[config.mk]
export PLATFORM = sky130hd
export DESIGN_NAME = icmp_echo_responder
export DESIGN_NICKNAME = d
export VERILOG_FILES = /design/src/rtl/icmper_pkg.sv /design/src/rtl/icmper_ram.sv /design/src/rtl/icmper_rx.sv /design/src/rtl/icmper_tx.sv /design/src/rtl/icmp_echo_responder.sv
export VERILOG_INCLUDE_DIRS = /design/src /design/src/rtl
export SDC_FILE = /design/constraint.sdc
export NUM_CORES = 1
export LEC_CHECK = 0
export BUFFER_PORTS_ARGS = -buffer_cell sky130_fd_sc_hd__buf_4
export CAP_MARGIN = 30
export CORE_ASPECT_RATIO = 0.9
export CORE_MARGIN = 1.5
export CORE_UTILIZATION = 36
export DETAILED_ROUTE_END_ITERATION = 8
export GPL_TIMING_DRIVEN = 0
export REMOVE_ABC_BUFFERS = 1
export SETUP_SLACK_MARGIN = 0.02
export SYNTH_ARGS = -nofsm -noshare
export SYNTH_HDL_FRONTEND = slang
export SYNTH_SLANG_ARGS = --single-unit
[constraint.sdc]
create_clock -name clock -period 5.7 [get_ports clock]
set_input_delay 0.285 -clock clock [delete_from_list [all_inputs] [get_ports clock]]
set_output_delay 0.285 -clock clock [all_outputs]
set_load 0.02 [all_outputs]
[src/rtl/assert_macros.svh]
`ifndef ASSERT_MACROS_SVH
`define ASSERT_MACROS_SVH

// Property checked on every rising edge of clock, disabled while reset is high.
`define ASSERT_PROP(label, prop, msg) \
   label: assert property (@(posedge clock) disable iff (reset) prop) else $error(msg);

// Condition that must never be true on a clock edge outside of reset.
`define ASSERT_NEVER(label, expr, msg) \
   label: assert property (@(posedge clock) disable iff (reset) !(expr)) else $error(msg);

`endif

[src/rtl/icmper_pkg.sv]
`timescale 1ns / 1ps
`default_nettype none

package icmper_pkg;

   localparam int MAX_PAYLOAD_BYTES = 32;
   localparam int HDR_BYTES         = 8;
   localparam int STORE_BYTES       = HDR_BYTES + MAX_PAYLOAD_BYTES;
   localparam int ADDR_W            = $clog2(STORE_BYTES);
   localparam int LEN_W             = $clog2(STORE_BYTES + 1);
   localparam int COUNT_W           = 7;

   localparam logic [COUNT_W-1:0] COUNT_MAX = '1;
   localparam logic [COUNT_W-1:0] STORE_CNT = COUNT_W'(STORE_BYTES);
   localparam logic [COUNT_W-1:0] HDR_CNT   = COUNT_W'(HDR_BYTES);
   localparam logic [7:0]         TYPE_ECHO_REQUEST = 8'd8;

   // result status codes
   localparam logic [2:0] ST_REPLY     = 3'd0;
   localparam logic [2:0] ST_TOO_SHORT = 3'd1;
   localparam logic [2:0] ST_BAD_SUM   = 3'd2;
   localparam logic [2:0] ST_TOO_LONG  = 3'd3;
   localparam logic [2:0] ST_NO_REPLY  = 3'd4;

   // outcome of one received message, passed from receive side to send side
   typedef struct packed {
      logic [2:0]       status;
      logic [LEN_W-1:0] len;
      logic [15:0]      cksum;
   } verdict_type;

   // 16-bit ones' complement add with end-around carry
   function automatic logic [15:0] oc_add(input logic [15:0] a, input logic [15:0] b);
      logic [16:0] s;
      s = {1'b0, a} + {1'b0, b};
      return s[15:0] + 16'(s[16]);
   endfunction

endpackage

`default_nettype wire

[src/rtl/icmper_ram.sv]
`timescale 1ns / 1ps
`default_nettype none

module icmper_ram #(
   parameter int WIDTH = 8,
   parameter int DEPTH = 40
) (
   input  wire logic                     clock,
   input  wire logic                     wr_en,
   input  wire logic [$clog2(DEPTH)-1:0] wr_addr,
   input  wire logic [WIDTH-1:0]         wr_data,
   input  wire logic                     rd_en,
   input  wire logic [$clog2(DEPTH)-1:0] rd_addr,
   output logic      [WIDTH-1:0]         rd_data
);

   logic [WIDTH-1:0] mem_ff [DEPTH];

   always_ff @(posedge clock) begin
      if (wr_en) begin
         mem_ff[wr_addr] <= wr_data;
      end
      // read data holds while rd_en is low
      if (rd_en) begin
         rd_data <= mem_ff[rd_addr];
      end
   end

endmodule

`default_nettype wire

[src/rtl/icmper_rx.sv]
`timescale 1ns / 1ps
`default_nettype none

module icmper_rx
   import icmper_pkg::*;
(
   input  wire logic              clock,
   input  wire logic              reset,
   input  wire logic              req_tvalid,
   output logic                   req_tready,
   input  wire logic [7:0]        req_tdata,
   input  wire logic              req_tlast,
   input  wire logic              hold,
   output logic                   wr_en,
   output logic [ADDR_W-1:0]      wr_addr,
   output logic [7:0]             wr_data,
   output logic                   verdict_valid,
   input  wire logic              verdict_ack,
   output verdict_type            verdict
);

   logic [COUNT_W-1:0] count_ff, count_in;
   logic [15:0]        sum_ff, sum_in;
   logic               ovf_ff, ovf_in;
   logic               busy_ff, busy_in;
   logic [7:0]         hdr_ff [4];

   logic               accept;
   logic               in_store;
   logic [15:0]        addend;
   logic [15:0]        calc;
   logic [15:0]        field;

   assign req_tready = !busy_ff && !hold;
   assign accept     = req_tvalid && req_tready;
   assign in_store   = count_ff < STORE_CNT;

   assign wr_en   = accept && in_store;
   assign wr_addr = count_ff[ADDR_W-1:0];
   assign wr_data = req_tdata;

   // even offset is the high half of its word
   assign addend = count_ff[0] ? {8'h00, req_tdata} : {req_tdata, 8'h00};

   always_comb begin
      count_in = count_ff;
      sum_in   = sum_ff;
      ovf_in   = ovf_ff;
      busy_in  = busy_ff;
      if (verdict_ack) begin
         count_in = '0;
         sum_in   = '0;
         ovf_in   = 1'b0;
         busy_in  = 1'b0;
      end else if (accept) begin
         if (count_ff != COUNT_MAX) begin
            count_in = count_ff + 1'b1;
         end
         if (in_store && count_ff >= COUNT_W'(4)) begin
            sum_in = oc_add(sum_ff, addend);
         end
         if (!in_store) begin
            ovf_in = 1'b1;
         end
         busy_in = req_tlast;
      end
   end

   always_ff @(posedge clock) begin
      if (reset) begin
         count_ff <= '0;
         sum_ff   <= '0;
         ovf_ff   <= 1'b0;
         busy_ff  <= 1'b0;
      end else begin
         count_ff <= count_in;
         sum_ff   <= sum_in;
         ovf_ff   <= ovf_in;
         busy_ff  <= busy_in;
      end
   end

   // type, code and checksum field kept aside for the judgement
   always_ff @(posedge clock) begin
      if (accept && count_ff < COUNT_W'(4)) begin
         hdr_ff[count_ff[1:0]] <= req_tdata;
      end
   end

   assign calc  = ~oc_add(sum_ff, {hdr_ff[0], hdr_ff[1]});
   assign field = {hdr_ff[2], hdr_ff[3]};

   assign verdict_valid = busy_ff;

   always_comb begin
      verdict.len   = LEN_W'(count_ff);
      verdict.cksum = ~sum_ff;
      priority if (ovf_ff || count_ff > STORE_CNT) begin
         verdict.status = ST_TOO_LONG;
      end else if (count_ff < HDR_CNT) begin
         verdict.status = ST_TOO_SHORT;
      end else if (calc != field) begin
         verdict.status = ST_BAD_SUM;
      end else if (hdr_ff[0] != TYPE_ECHO_REQUEST) begin
         verdict.status = ST_NO_REPLY;
      end else begin
         verdict.status = ST_REPLY;
      end
   end

endmodule

`default_nettype wire

[src/rtl/icmper_tx.sv]
`timescale 1ns / 1ps
`default_nettype none

module icmper_tx
   import icmper_pkg::*;
(
   input  wire logic              clock,
   input  wire logic              reset,
   input  wire logic              verdict_valid,
   output logic                   verdict_ack,
   input  wire verdict_type       verdict,
   output logic                   sending,
   output logic                   rd_en,
   output logic [ADDR_W-1:0]      rd_addr,
   input  wire logic [7:0]        rd_data,
   output logic                   rsp_tvalid,
   input  wire logic              rsp_tready,
   output logic [7:0]             rsp_tdata,
   output logic                   rsp_tlast,
   output logic [2:0]             rsp_tuser
);

   logic              sending_ff;
   logic [ADDR_W-1:0] rd_idx_ff;
   logic [LEN_W-1:0]  len_ff;
   logic [15:0]       ck_ff;

   // stage 1: RAM read data plus its offset
   logic              s1_valid_ff;
   logic [ADDR_W-1:0] s1_idx_ff;
   logic              s1_last_ff;

   logic              rsp_valid_ff;
   logic [7:0]        rsp_data_ff;
   logic              rsp_last_ff;
   logic [2:0]        rsp_user_ff;

   logic              out_free;
   logic              out_load;
   logic              issue;
   logic              rd_last;
   logic              take_verdict;
   logic              status_load;
   logic [7:0]        reply_byte;

   assign out_free     = !rsp_valid_ff || rsp_tready;
   assign out_load     = s1_valid_ff && out_free;
   assign issue        = sending_ff && (!s1_valid_ff || out_load);
   assign rd_last      = (LEN_W'(rd_idx_ff) + 1'b1) == len_ff;
   assign take_verdict = verdict_valid && !sending_ff && !s1_valid_ff &&
                         (verdict.status == ST_REPLY || out_free);
   assign status_load  = take_verdict && verdict.status != ST_REPLY;

   assign verdict_ack = take_verdict;
   assign sending     = sending_ff;
   assign rd_en       = issue;
   assign rd_addr     = rd_idx_ff;

   // reply header: type 0, code 0, fresh checksum
   always_comb begin
      unique case (s1_idx_ff)
         ADDR_W'(0), ADDR_W'(1): reply_byte = 8'h00;
         ADDR_W'(2):             reply_byte = ck_ff[15:8];
         ADDR_W'(3):             reply_byte = ck_ff[7:0];
         default:                reply_byte = rd_data;
      endcase
   end

   always_ff @(posedge clock) begin
      if (reset) begin
         sending_ff   <= 1'b0;
         s1_valid_ff  <= 1'b0;
         rsp_valid_ff <= 1'b0;
      end else begin
         if (take_verdict && verdict.status == ST_REPLY) begin
            sending_ff <= 1'b1;
         end else if (issue && rd_last) begin
            sending_ff <= 1'b0;
         end

         if (issue) begin
            s1_valid_ff <= 1'b1;
         end else if (out_load) begin
            s1_valid_ff <= 1'b0;
         end

         if (out_load || status_load) begin
            rsp_valid_ff <= 1'b1;
         end else if (rsp_tready) begin
            rsp_valid_ff <= 1'b0;
         end
      end
   end

   always_ff @(posedge clock) begin
      if (take_verdict) begin
         rd_idx_ff <= '0;
         len_ff    <= verdict.len;
         ck_ff     <= verdict.cksum;
      end else if (issue) begin
         rd_idx_ff <= rd_idx_ff + 1'b1;
      end

      if (issue) begin
         s1_idx_ff  <= rd_idx_ff;
         s1_last_ff <= rd_last;
      end

      if (out_load) begin
         rsp_data_ff <= reply_byte;
         rsp_last_ff <= s1_last_ff;
         rsp_user_ff <= ST_REPLY;
      end else if (status_load) begin
         rsp_data_ff <= 8'h00;
         rsp_last_ff <= 1'b1;
         rsp_user_ff <= verdict.status;
      end
   end

   assign rsp_tvalid = rsp_valid_ff;
   assign rsp_tdata  = rsp_data_ff;
   assign rsp_tlast  = rsp_last_ff;
   assign rsp_tuser  = rsp_user_ff;

endmodule

`default_nettype wire

[src/rtl/icmp_echo_responder.sv]
// ICMP echo responder.
// Input channel req_*: one ICMP message as bytes in network order, req_tlast on
// the final byte. Bytes are taken one per cycle, while req_tready is high, into
// a 40-entry message RAM while a ones' complement sum runs over offset 4 and up.
// Result channel rsp_*: rsp_tuser is the status (0 reply byte, 1 too short,
// 2 checksum bad, 3 too long, 4 accepted without reply). A dropped or silently
// accepted message gives one transfer with rsp_tdata 0 and rsp_tlast 1. A valid
// echo request is answered with the reply bytes, rsp_tlast on the last one.
// The status transfer is offered from the output register once the judgement is
// taken; reply bytes follow one per cycle while rsp_tready allows, from the RAM
// read port (registered read plus output register). After the final byte
// req_tready stays low for the judgement and, for an echo request that gets a
// reply, until the reply has been read out of the RAM.
// A stall on rsp_tready holds the output register and the RAM read stage; no
// data is lost. Synchronous reset clears all control state; RAM contents are
// left as they were and are never read before being written.
`timescale 1ns / 1ps
`default_nettype none

`include "assert_macros.svh"

module icmp_echo_responder
   import icmper_pkg::*;
(
   input  wire logic       clock,
   input  wire logic       reset,
   input  wire logic       req_tvalid,
   output logic            req_tready,
   input  wire logic [7:0] req_tdata,   // [7:0] in_byte
   input  wire logic       req_tlast,
   output logic            rsp_tvalid,
   input  wire logic       rsp_tready,
   output logic [7:0]      rsp_tdata,   // [7:0] out_byte
   output logic            rsp_tlast,
   output logic [2:0]      rsp_tuser    // [2:0] status
);

   logic              wr_en;
   logic [ADDR_W-1:0] wr_addr;
   logic [7:0]        wr_data;
   logic              rd_en;
   logic [ADDR_W-1:0] rd_addr;
   logic [7:0]        rd_data;
   logic              verdict_valid;
   logic              verdict_ack;
   verdict_type       verdict;
   logic              sending;
   logic              status_xfer;
   logic              last_in;

   icmper_rx u_rx (
      .clock         (clock),
      .reset         (reset),
      .req_tvalid    (req_tvalid),
      .req_tready    (req_tready),
      .req_tdata     (req_tdata),
      .req_tlast     (req_tlast),
      .hold          (sending),
      .wr_en         (wr_en),
      .wr_addr       (wr_addr),
      .wr_data       (wr_data),
      .verdict_valid (verdict_valid),
      .verdict_ack   (verdict_ack),
      .verdict       (verdict)
   );

   icmper_ram #(
      .WIDTH (8),
      .DEPTH (STORE_BYTES)
   ) u_store (
      .clock   (clock),
      .wr_en   (wr_en),
      .wr_addr (wr_addr),
      .wr_data (wr_data),
      .rd_en   (rd_en),
      .rd_addr (rd_addr),
      .rd_data (rd_data)
   );

   icmper_tx u_tx (
      .clock         (clock),
      .reset         (reset),
      .verdict_valid (verdict_valid),
      .verdict_ack   (verdict_ack),
      .verdict       (verdict),
      .sending       (sending),
      .rd_en         (rd_en),
      .rd_addr       (rd_addr),
      .rd_data       (rd_data),
      .rsp_tvalid    (rsp_tvalid),
      .rsp_tready    (rsp_tready),
      .rsp_tdata     (rsp_tdata),
      .rsp_tlast     (rsp_tlast),
      .rsp_tuser     (rsp_tuser)
   );

   assign status_xfer = rsp_tvalid && rsp_tuser != ST_REPLY;
   assign last_in     = req_tvalid && req_tready && req_tlast;

   // new message must not overwrite RAM entries still being replayed
   `ASSERT_NEVER(a_no_write_during_replay, wr_en && sending, "RAM written during replay")
   `ASSERT_NEVER(a_no_read_and_write, wr_en && rd_en, "RAM read and written together")
   `ASSERT_PROP(a_status_single, status_xfer |-> rsp_tlast && rsp_tdata == 8'h00, "bad status")
   `ASSERT_PROP(a_stop_after_last, last_in |=> !req_tready, "input taken before judgement")
   `ASSERT_PROP(a_ack_needs_valid, verdict_ack |-> verdict_valid, "verdict taken while not valid")

endmodule

`default_nettype wire

Yosys cells after proc, flatten, opt, wreduce, memory -nomap -nowiden
Memories as Yosys holds them, arrays and structs flattened. A register that Yosys moved wholly into a read port is not among the register bits.
Cells that the tools add are included.
{"block": "totals", "memories": 2, "word_cells": 92, "out_inout_bits": 14, "mem_bits_rw": 352, "in_bits": 13, "ff_bits": 75}
{"block": "classes", "n_reduce_logical": 34, "bitwise": 3, "eq_ne": 7, "magnitude_cmp": 5, "n_mux": 20, "addsub": 6}
{"name": "u_store.mem_ff", "depth": 40, "word_bits": 8, "rd": 1, "rd_clocked_by_memory_dff": 1, "wr": 1, "line": "icmper_ram.sv:17", "source": "logic [WIDTH-1:0] mem_ff [DEPTH];"}
{"name": "u_rx.hdr_ff", "depth": 4, "word_bits": 8, "rd": 4, "rd_clocked_by_memory_dff": 0, "wr": 1, "line": "icmper_rx.sv:26", "source": "logic [7:0] hdr_ff [4];"}
{"operator": "adder 16 x 16 -> 17 bit", "n": 2}
{"operator": "adder 16 x 1 -> 16 bit", "n": 2}
{"operator": "NOT 16 bit", "n": 2}
{"operator": "case mux 8 bit (3 select lines)", "n": 1}
{"operator": "two-way mux 16 bit", "n": 1}
{"operator": "two-way mux 8 bit", "n": 2}
{"operator": "!= test 16 bit", "n": 1}
{"operator": "logical AND 1 bit", "n": 13}
{"operator": "== test 6 x 2 -> 1 bit (second input constant)", "n": 2}
{"operator": "two-way mux 1 bit", "n": 12}
{"operator": "two-way mux 3 bit", "n": 4}
{"operator": "!= test 8 x 4 -> 1 bit (second input constant)", "n": 1}
{"operator": "nonzero test 2 bit", "n": 4}
{"operator": "adder 7 x 1 -> 7 bit (second input constant)", "n": 1}
{"operator": ">= comparator 7 x 3 -> 1 bit (second input constant)", "n": 1}
{"operator": "> comparator 7 x 6 -> 1 bit (second input constant)", "n": 1}
{"operator": "< comparator 7 x 3 -> 1 bit (second input constant)", "n": 1}
{"operator": "< comparator 7 x 4 -> 1 bit (second input constant)", "n": 1}
{"operator": "< comparator 7 x 6 -> 1 bit (second input constant)", "n": 1}
{"operator": "!= test 7 bit (second input constant)", "n": 1}
{"operator": "adder 6 x 1 -> 6 bit (second input constant)", "n": 1}
{"operator": "== test 6 x 1 -> 1 bit (second input constant)", "n": 1}
{"operator": "== test 6 bit", "n": 1}
{"operator": "zero test 6 bit", "n": 1}
{"operator": "other kinds (7)", "n": 17}

Depth between registers and ports, before layout
{"block": "logic_depth", "depth_word": 13, "depth_mapped": 26, "depth_no_buf": 24}

Modules after synthesis
A second synthesis with hierarchy kept.
{"block": "hier_totals", "cells_unflattened": 1398, "hier_area_um2": 20180.6}
{"module": "icmper_ram", "area_each_um2": 13073.8, "seq_area_each_um2": 9849.4, "cells_each": 696, "n_inst": 1}
{"module": "icmper_rx", "area_each_um2": 5027.3, "seq_area_each_um2": 1461.4, "cells_each": 551, "n_inst": 1}
{"module": "icmper_tx", "area_each_um2": 2079.5, "seq_area_each_um2": 1381.3, "cells_each": 151, "n_inst": 1}

Least setup slack after synthesis
No wires, ideal clock.
{"block": "synth_path", "path_type": "reg2reg", "start": "reg u_rx.sum_ff[0]", "end": "reg u_tx.ck_ff[0] (enable)", "synth_period_minus_slack_ps": 5728, "n_path_buf": 0, "setup_slack_ps": -28, "t_arrival_ps": 5320, "required_time_ps": 5292, "setup_ps": 408, "stages_incl_launch_ff": 23, "cell_sequence": "dfxtp_1 > ha_1 > inv_1 > fa_1 > and2b_1 > o21a_4 > o211ai_1 > o21a_1 > nor2b_1 > o21ai_0 > a21boi_0 > o21ai_0 > nand2b_1 > ha_1 > and3_1 > inv_1 > nor3_1 > and2_1 > and4_4 > or3b_1 > a41o_4 > a211o_1 > a21oi_1"}
{"block": "synth_between", "elab_chain_cells": 10}
{"item": "start: declaration", "line": "icmper_rx.sv:23", "source": "logic [15:0] sum_ff, sum_in;"}
{"item": "start signal: assignment", "line": "icmper_rx.sv:77", "source": "sum_ff <= sum_in;"}
{"item": "adder 16 x 16 -> 17 bit", "line": "icmper_pkg.sv:35", "source": "s = {1'b0, a} + {1'b0, b};"}
{"item": "adder 16 x 1 -> 16 bit", "line": "icmper_pkg.sv:36", "source": "return s[15:0] + 16'(s[16]);"}
{"item": "NOT 16 bit", "line": "icmper_rx.sv:90", "source": "assign calc = ~oc_add(sum_ff, {hdr_ff[0], hdr_ff[1]});"}
{"item": "!= test 16 bit", "line": "icmper_rx.sv:102", "source": "end else if (calc != field) begin"}
{"item": "two-way mux 3 bit", "line": "icmper_rx.sv:102"}
{"item": "two-way mux 3 bit", "line": "icmper_rx.sv:100", "source": "end else if (count_ff < HDR_CNT) begin"}
{"item": "two-way mux 3 bit", "line": "icmper_rx.sv:98", "source": "priority if (ovf_ff || count_ff > STORE_CNT) begin"}
{"item": "zero test 3 bit", "line": "icmper_tx.sv:51", "source": "(verdict.status == ST_REPLY || out_free);"}
{"item": "logical OR 1 bit", "line": "icmper_tx.sv:51"}
{"item": "logical AND 1 bit", "line": "icmper_tx.sv:50", "source": "assign take_verdict = verdict_valid && !sending_ff && !s1_valid_ff &&"}
{"item": "net u_rx.verdict_ack", "line": "icmper_rx.sv:18", "source": "input wire logic verdict_ack,"}
{"item": "end signal: assignment", "line": "icmper_tx.sv:99", "source": "ck_ff <= verdict.cksum;"}
{"item": "end: declaration", "line": "icmper_tx.sv:26", "source": "logic [15:0] ck_ff;"}
The timed path passes the listed nets, and every way through them passes these cells.
A chain may end at the register's enable or synchronous reset.

Worst setup path after layout
{"block": "layout_path", "start": "reg u_rx.sum_ff[0]", "end": "reg u_tx.len_ff[1] (enable)"}
{"block": "layout_between", "elab_chain_cells": 10}
{"item": "adder 16 x 16 -> 17 bit", "line": "icmper_pkg.sv:35"}
{"item": "adder 16 x 1 -> 16 bit", "line": "icmper_pkg.sv:36"}
{"item": "NOT 16 bit", "line": "icmper_rx.sv:90"}
{"item": "!= test 16 bit", "line": "icmper_rx.sv:102"}
{"item": "two-way mux 3 bit", "line": "icmper_rx.sv:102"}
{"item": "two-way mux 3 bit", "line": "icmper_rx.sv:100"}
{"item": "two-way mux 3 bit", "line": "icmper_rx.sv:98"}
{"item": "zero test 3 bit", "line": "icmper_tx.sv:51"}
{"item": "logical OR 1 bit", "line": "icmper_tx.sv:51"}
{"item": "logical AND 1 bit", "line": "icmper_tx.sv:50"}
{"item": "net u_rx.verdict_ack", "line": "icmper_rx.sv:18"}
{"item": "end signal: assignment", "line": "icmper_tx.sv:98", "source": "len_ff <= verdict.len;"}
{"item": "end: declaration", "line": "icmper_tx.sv:25", "source": "logic [LEN_W-1:0] len_ff;"}
The timed path passes the listed nets, and every way through them passes these cells.

==> summary.md <==
| Metric | Value |
|---|---|
| Initial DRT Pass Iterations | 5 |
| Hold WS | 0.132 ns |
| Clk Latency, worst-skew pair | 0.59 ns |
| Post-Syn Instances | 1,235 |
| Crit-path max FO | 16 |
| GRT Residual Overflow | 0 |
| Compound-Gate Fraction of Synth Area | 6.46% |
| Vias/cell | 5.37 |
| Setup repair after global routing missed its margin | yes |
| Sw Pwr | 1.48 mW |
| Tmin final | 5.36 ns |
| Internal power | 5.29 mW |
| Setup violators final | 0 |
| Num CTS Buffers | 45 |
| P per Cell Area | 304 nW/um^2 |
| Worst Skew | 0.0377 ns |
| Simple-gate portion of the synthesized area | 8.85% |
| Clock share of power | 42.8% |
| Yosys cell types | 84 |
| Largest net degree at the start of global routing | 47 |
| CP startpoint kind | register |
| Period utilization | 94.1% |
| Highest Clock Rate | 0.186 GHz |
| Mux contribution to synthesized area | 12.3% |
| Detail Route Antenna Nets | 0 |
| Initial antenna violation count | 1 |
| Largest family of logic cells by synthesized area | multiplexers |
| Post-DP HPWL | 28.0 mm |
| CTS root buf | clkbuf_16 |
| I/O pins | 27 |
| Core ar. | 54,100 um^2 |
| Cell row count | 81 |
| CTS tree | built |
| Predominant post-synthesis flop cell | edfxtp_1 |
| Switching share of power | 21.9% |
| Via count | 10,808 |
| Crit path required time | 5.97 ns |
| Adder-Cell Fraction of Synth Area | 2.81% |
| Initial DRC count | 975 |
| Slew Limit Headroom | 27.3% |
| Hold WC Path Type | input pin to register |
| Nets@finish | 1,327 |
| Final GP Congestion | 0.785 |
| Clock transition at path regs | 0.06 ns |
| Max Transition Viols Final | 0 |
| DR WL/cell | 21.9 um |
| Die Area | 56,000 um^2 |
| Share of layout cells above drive strength 1 | 20.8% |
| Global-route wire length before repair | 66.2 mm |
| Setup crit end kind | register |
| Status | completed |
| Synthesis-to-finish area growth | 13.4% |
| Max-cap violations | 0 |
| Avg Cell Area, Syn | 15.9 um^2 |
| Worst Max-Slew Pin Slew | 1.08 ns |
| FFs w/ async S/R, synth | 0% |
| DR DRC count | 0 |
| Synthesized flop and latch total | 435 |
| Antenna Cells | 0 |
| Number of global-route vias before repair | 10,622 |
| Non-filler cells, final | 2,013 |
| Register area share after synthesis | 64.6% |
| Final Hold Violating Endpoints | 0 |
| Synth Area in XOR/XNOR | 3.16% |
| Deepest clock path buffer count | 3 |
| Leak Pwr | 7.08 nW |
| Depth of the CTS H-tree | 2 |
| Post-synth EDFFs | 398 |
| Gr usage total | 15.8% |
| Max IR drop VDD | 0.000204 V |
| Pwr Total | 6.77 mW |
| Yosys warnings | 0 |
| Critical path class | register to register |
| Cells after DPL | 1,924 |
| CTS sink cnt | 435 |
| Flop pwr share | 52.3% |
| Worst EP arrival | 5.63 ns |
| Synth Cell Area | 19,700 um^2 |
| Starting Density | 36.3% |
| Die extent in y | 225 um |
| Routed Wire Length | 44.1 mm |
| Gate power share | 4.9% |
| Die width | 249 um |
| I/O Buffers | 26 |
area by class of cell:
class | instances | area, um^2
Timing Repair Buffer | 44 | 453
Clock inverter | 18 | 209
Fill cell | 4879 | 31800
Tap cell | 705 | 882
Clock buffer | 66 | 1230
Sequential cell | 435 | 12700
Multi-Input combinational cell | 714 | 6680
Inverter | 31 | 116
final timing paths:
check / from / to / slack, ns / depth (start not counted)
setup / recovery: u_rx.sum_ff[0]$_SDFFE_PP0P_ / u_tx.len_ff[1]$_DFFE_PP_ / 0.34 / 23
hold / removal: rsp_tready / u_tx.s1_valid_ff$_SDFFE_PP0P_ / 0.13 / 4
setup reg to reg: u_rx.sum_ff[0]$_SDFFE_PP0P_ / u_tx.len_ff[1]$_DFFE_PP_ / 0.34 / 23
hold reg to reg: u_tx.rsp_tuser[0]$_SDFFE_PP0P_ / u_tx.rsp_tuser[0]$_SDFFE_PP0P_ / 0.49 / 2
per-stage QoR:
step / cell area (um^2) / util, % / setup TNS [ns] / setup slack [ns]
after floorplan: 19400 / - / -0.779 / -0.0354
after global placement: 20500 / 37.9 / -72.14 / -1.78
after detailed placement: 20700 / 38.3 / -10.90 / -0.404
after CTS: 22200 / 41.1 / 0 / 0.0586
after global routing: 22300 / 41.2 / 0 / 0.00210
final: 22300 / 41.2 / 0 / 0.336
cell families (layout without fill, tap and decap cells):
family                   Yosys count  after routing
buffers and inverters             86            159
multiplexers                     121            121
flip-flops                       435            435
AO/OA/AOI/OAI                    174            174
XOR/XNOR                          66             66
adder cells (fa/ha/maj)           43             43
AND/OR/NAND/NOR                  310            310
what timing repair did:
item                       CTS  global route
gates resized for setup      4            12
hold buffers                 2             0
setup endpoints to repair   49            51
hold endpoints to repair     4             0
setup buffers                2             1
pin swaps                    2             2
Yosys cell counts (4+ instances only):
| library cell | number | area, um^2 |
|---|---|---|
| and3_1 | 9 | 56.3 |
| dfxtp_1 | 37 | 741 |
| a2111oi_0 | 5 | 43.8 |
| a211oi_1 | 15 | 113 |
| nor2_1 | 81 | 304 |
| a21o_1 | 12 | 90.1 |
| nand4_1 | 8 | 50.1 |
| xnor2_1 | 46 | 403 |
| ha_1 | 41 | 513 |
| mux4_2 | 96 | 2160 |
| nor2b_1 | 21 | 131 |
| nand2b_1 | 11 | 68.8 |
| o211ai_1 | 5 | 37.5 |
| mux2i_1 | 17 | 170 |
| o21bai_1 | 6 | 45.0 |
| mux2_2 | 8 | 90.1 |
| o31ai_1 | 4 | 30.0 |
| edfxtp_1 | 398 | 12000 |
| nand3_1 | 25 | 125 |
| or2_2 | 5 | 31.3 |
| nor3_1 | 30 | 150 |
| nor3b_1 | 8 | 60.1 |
| clkbuf_1 | 29 | 109 |
| nor4_1 | 8 | 50.1 |
| buf_2 | 6 | 30.0 |
| o21ai_0 | 20 | 100 |
| or3_1 | 7 | 43.8 |
| xor2_1 | 16 | 140 |
| a21oi_1 | 52 | 260 |
| inv_1 | 31 | 116 |
| a31oi_1 | 5 | 31.3 |
| and2_1 | 15 | 93.8 |
| o21a_1 | 9 | 67.6 |
| nor3_2 | 20 | 200 |
| nand2_1 | 39 | 146 |
| buf_1 | 16 | 60.1 |
flip-flops by register name, indices dropped and copies added (netlist names):
signal	cells
u_store.mem_ff	320
u_tx.rsp_tvalid	1
u_tx.s1_valid_ff	1
u_tx.rd_addr	6
u_rx.hdr_ff	32
u_rx.ovf_ff	1
u_tx.rsp_tuser	3
u_tx.len_ff	6
u_tx.rsp_tlast	1
u_rx.count_ff	7
u_tx.s1_idx_ff	6
u_tx.s1_last_ff	1
u_store.rd_data	8
u_tx.rsp_tdata	8
u_rx.sum_ff	16
u_tx.sending	1
u_tx.ck_ff	16
u_rx.verdict_valid	1
placed cells by master (no fill, tap or decap), types with 10 or more instances in the layout:
cell type and count:
and2_1 15, nor2b_1 21, nand3_1 25, xnor2_1 46
clkbuf_1 18, nor2_1 81, a211oi_1 15, nand2b_1 10
o21ai_0 20, clkbuf_16 45, nand2_1 39, xor2_1 16
nor3_1 28, edfxtp_1 398, inv_1 31, nor3_2 21
mux4_2 96, ha_1 41, a21o_1 12, dfxtp_1 31
mux2i_1 17, a21oi_1 50, buf_4 30
power groups by stage:
| stage | clock, mW | sequential (mW) | combinational, mW |
|---|---|---|---|
| after floorplan | 0 | 3.61 | 0.187 |
| after global placement | 0 | 3.61 | 0.315 |
| after detailed placement | 0 | 3.61 | 0.326 |
| after CTS | 2.96 | 3.54 | 0.331 |
| after global routing | 3.07 | 3.54 | 0.364 |
| final | 2.90 | 3.54 | 0.330 |
worst max-delay path, stage by stage (launching register included):
cell and delay, ns:
dfxtp_2 0.36, ha_1 0.17, inv_1 0.05, fa_1 0.40, and2b_2 0.28, o21a_4 0.16
o211ai_1 0.13, o21a_1 0.24, nor2b_1 0.13, o21ai_0 0.09, a21boi_0 0.18, o21ai_0 0.09
nand2b_1 0.15, ha_1 0.19, and3_2 0.23, o311a_1 0.21, and4_1 0.21, nor3_1 0.07
nor4bb_2 0.41, o2111ai_2 0.20, or3_4 0.38, a211o_4 0.34, a21oi_4 0.17, buf_8 0.19
layer usage:
metal  up-vias  wire length [um]  track usage (%)
met3        44              2350             2.68
li1       4952                 -                -
met5         -                 0                0
met4         0               678             4.07
met2       274             19900             24.5
met1      5538             21200             23.2
Note: power is estimated with default switching activity, not from simulation.
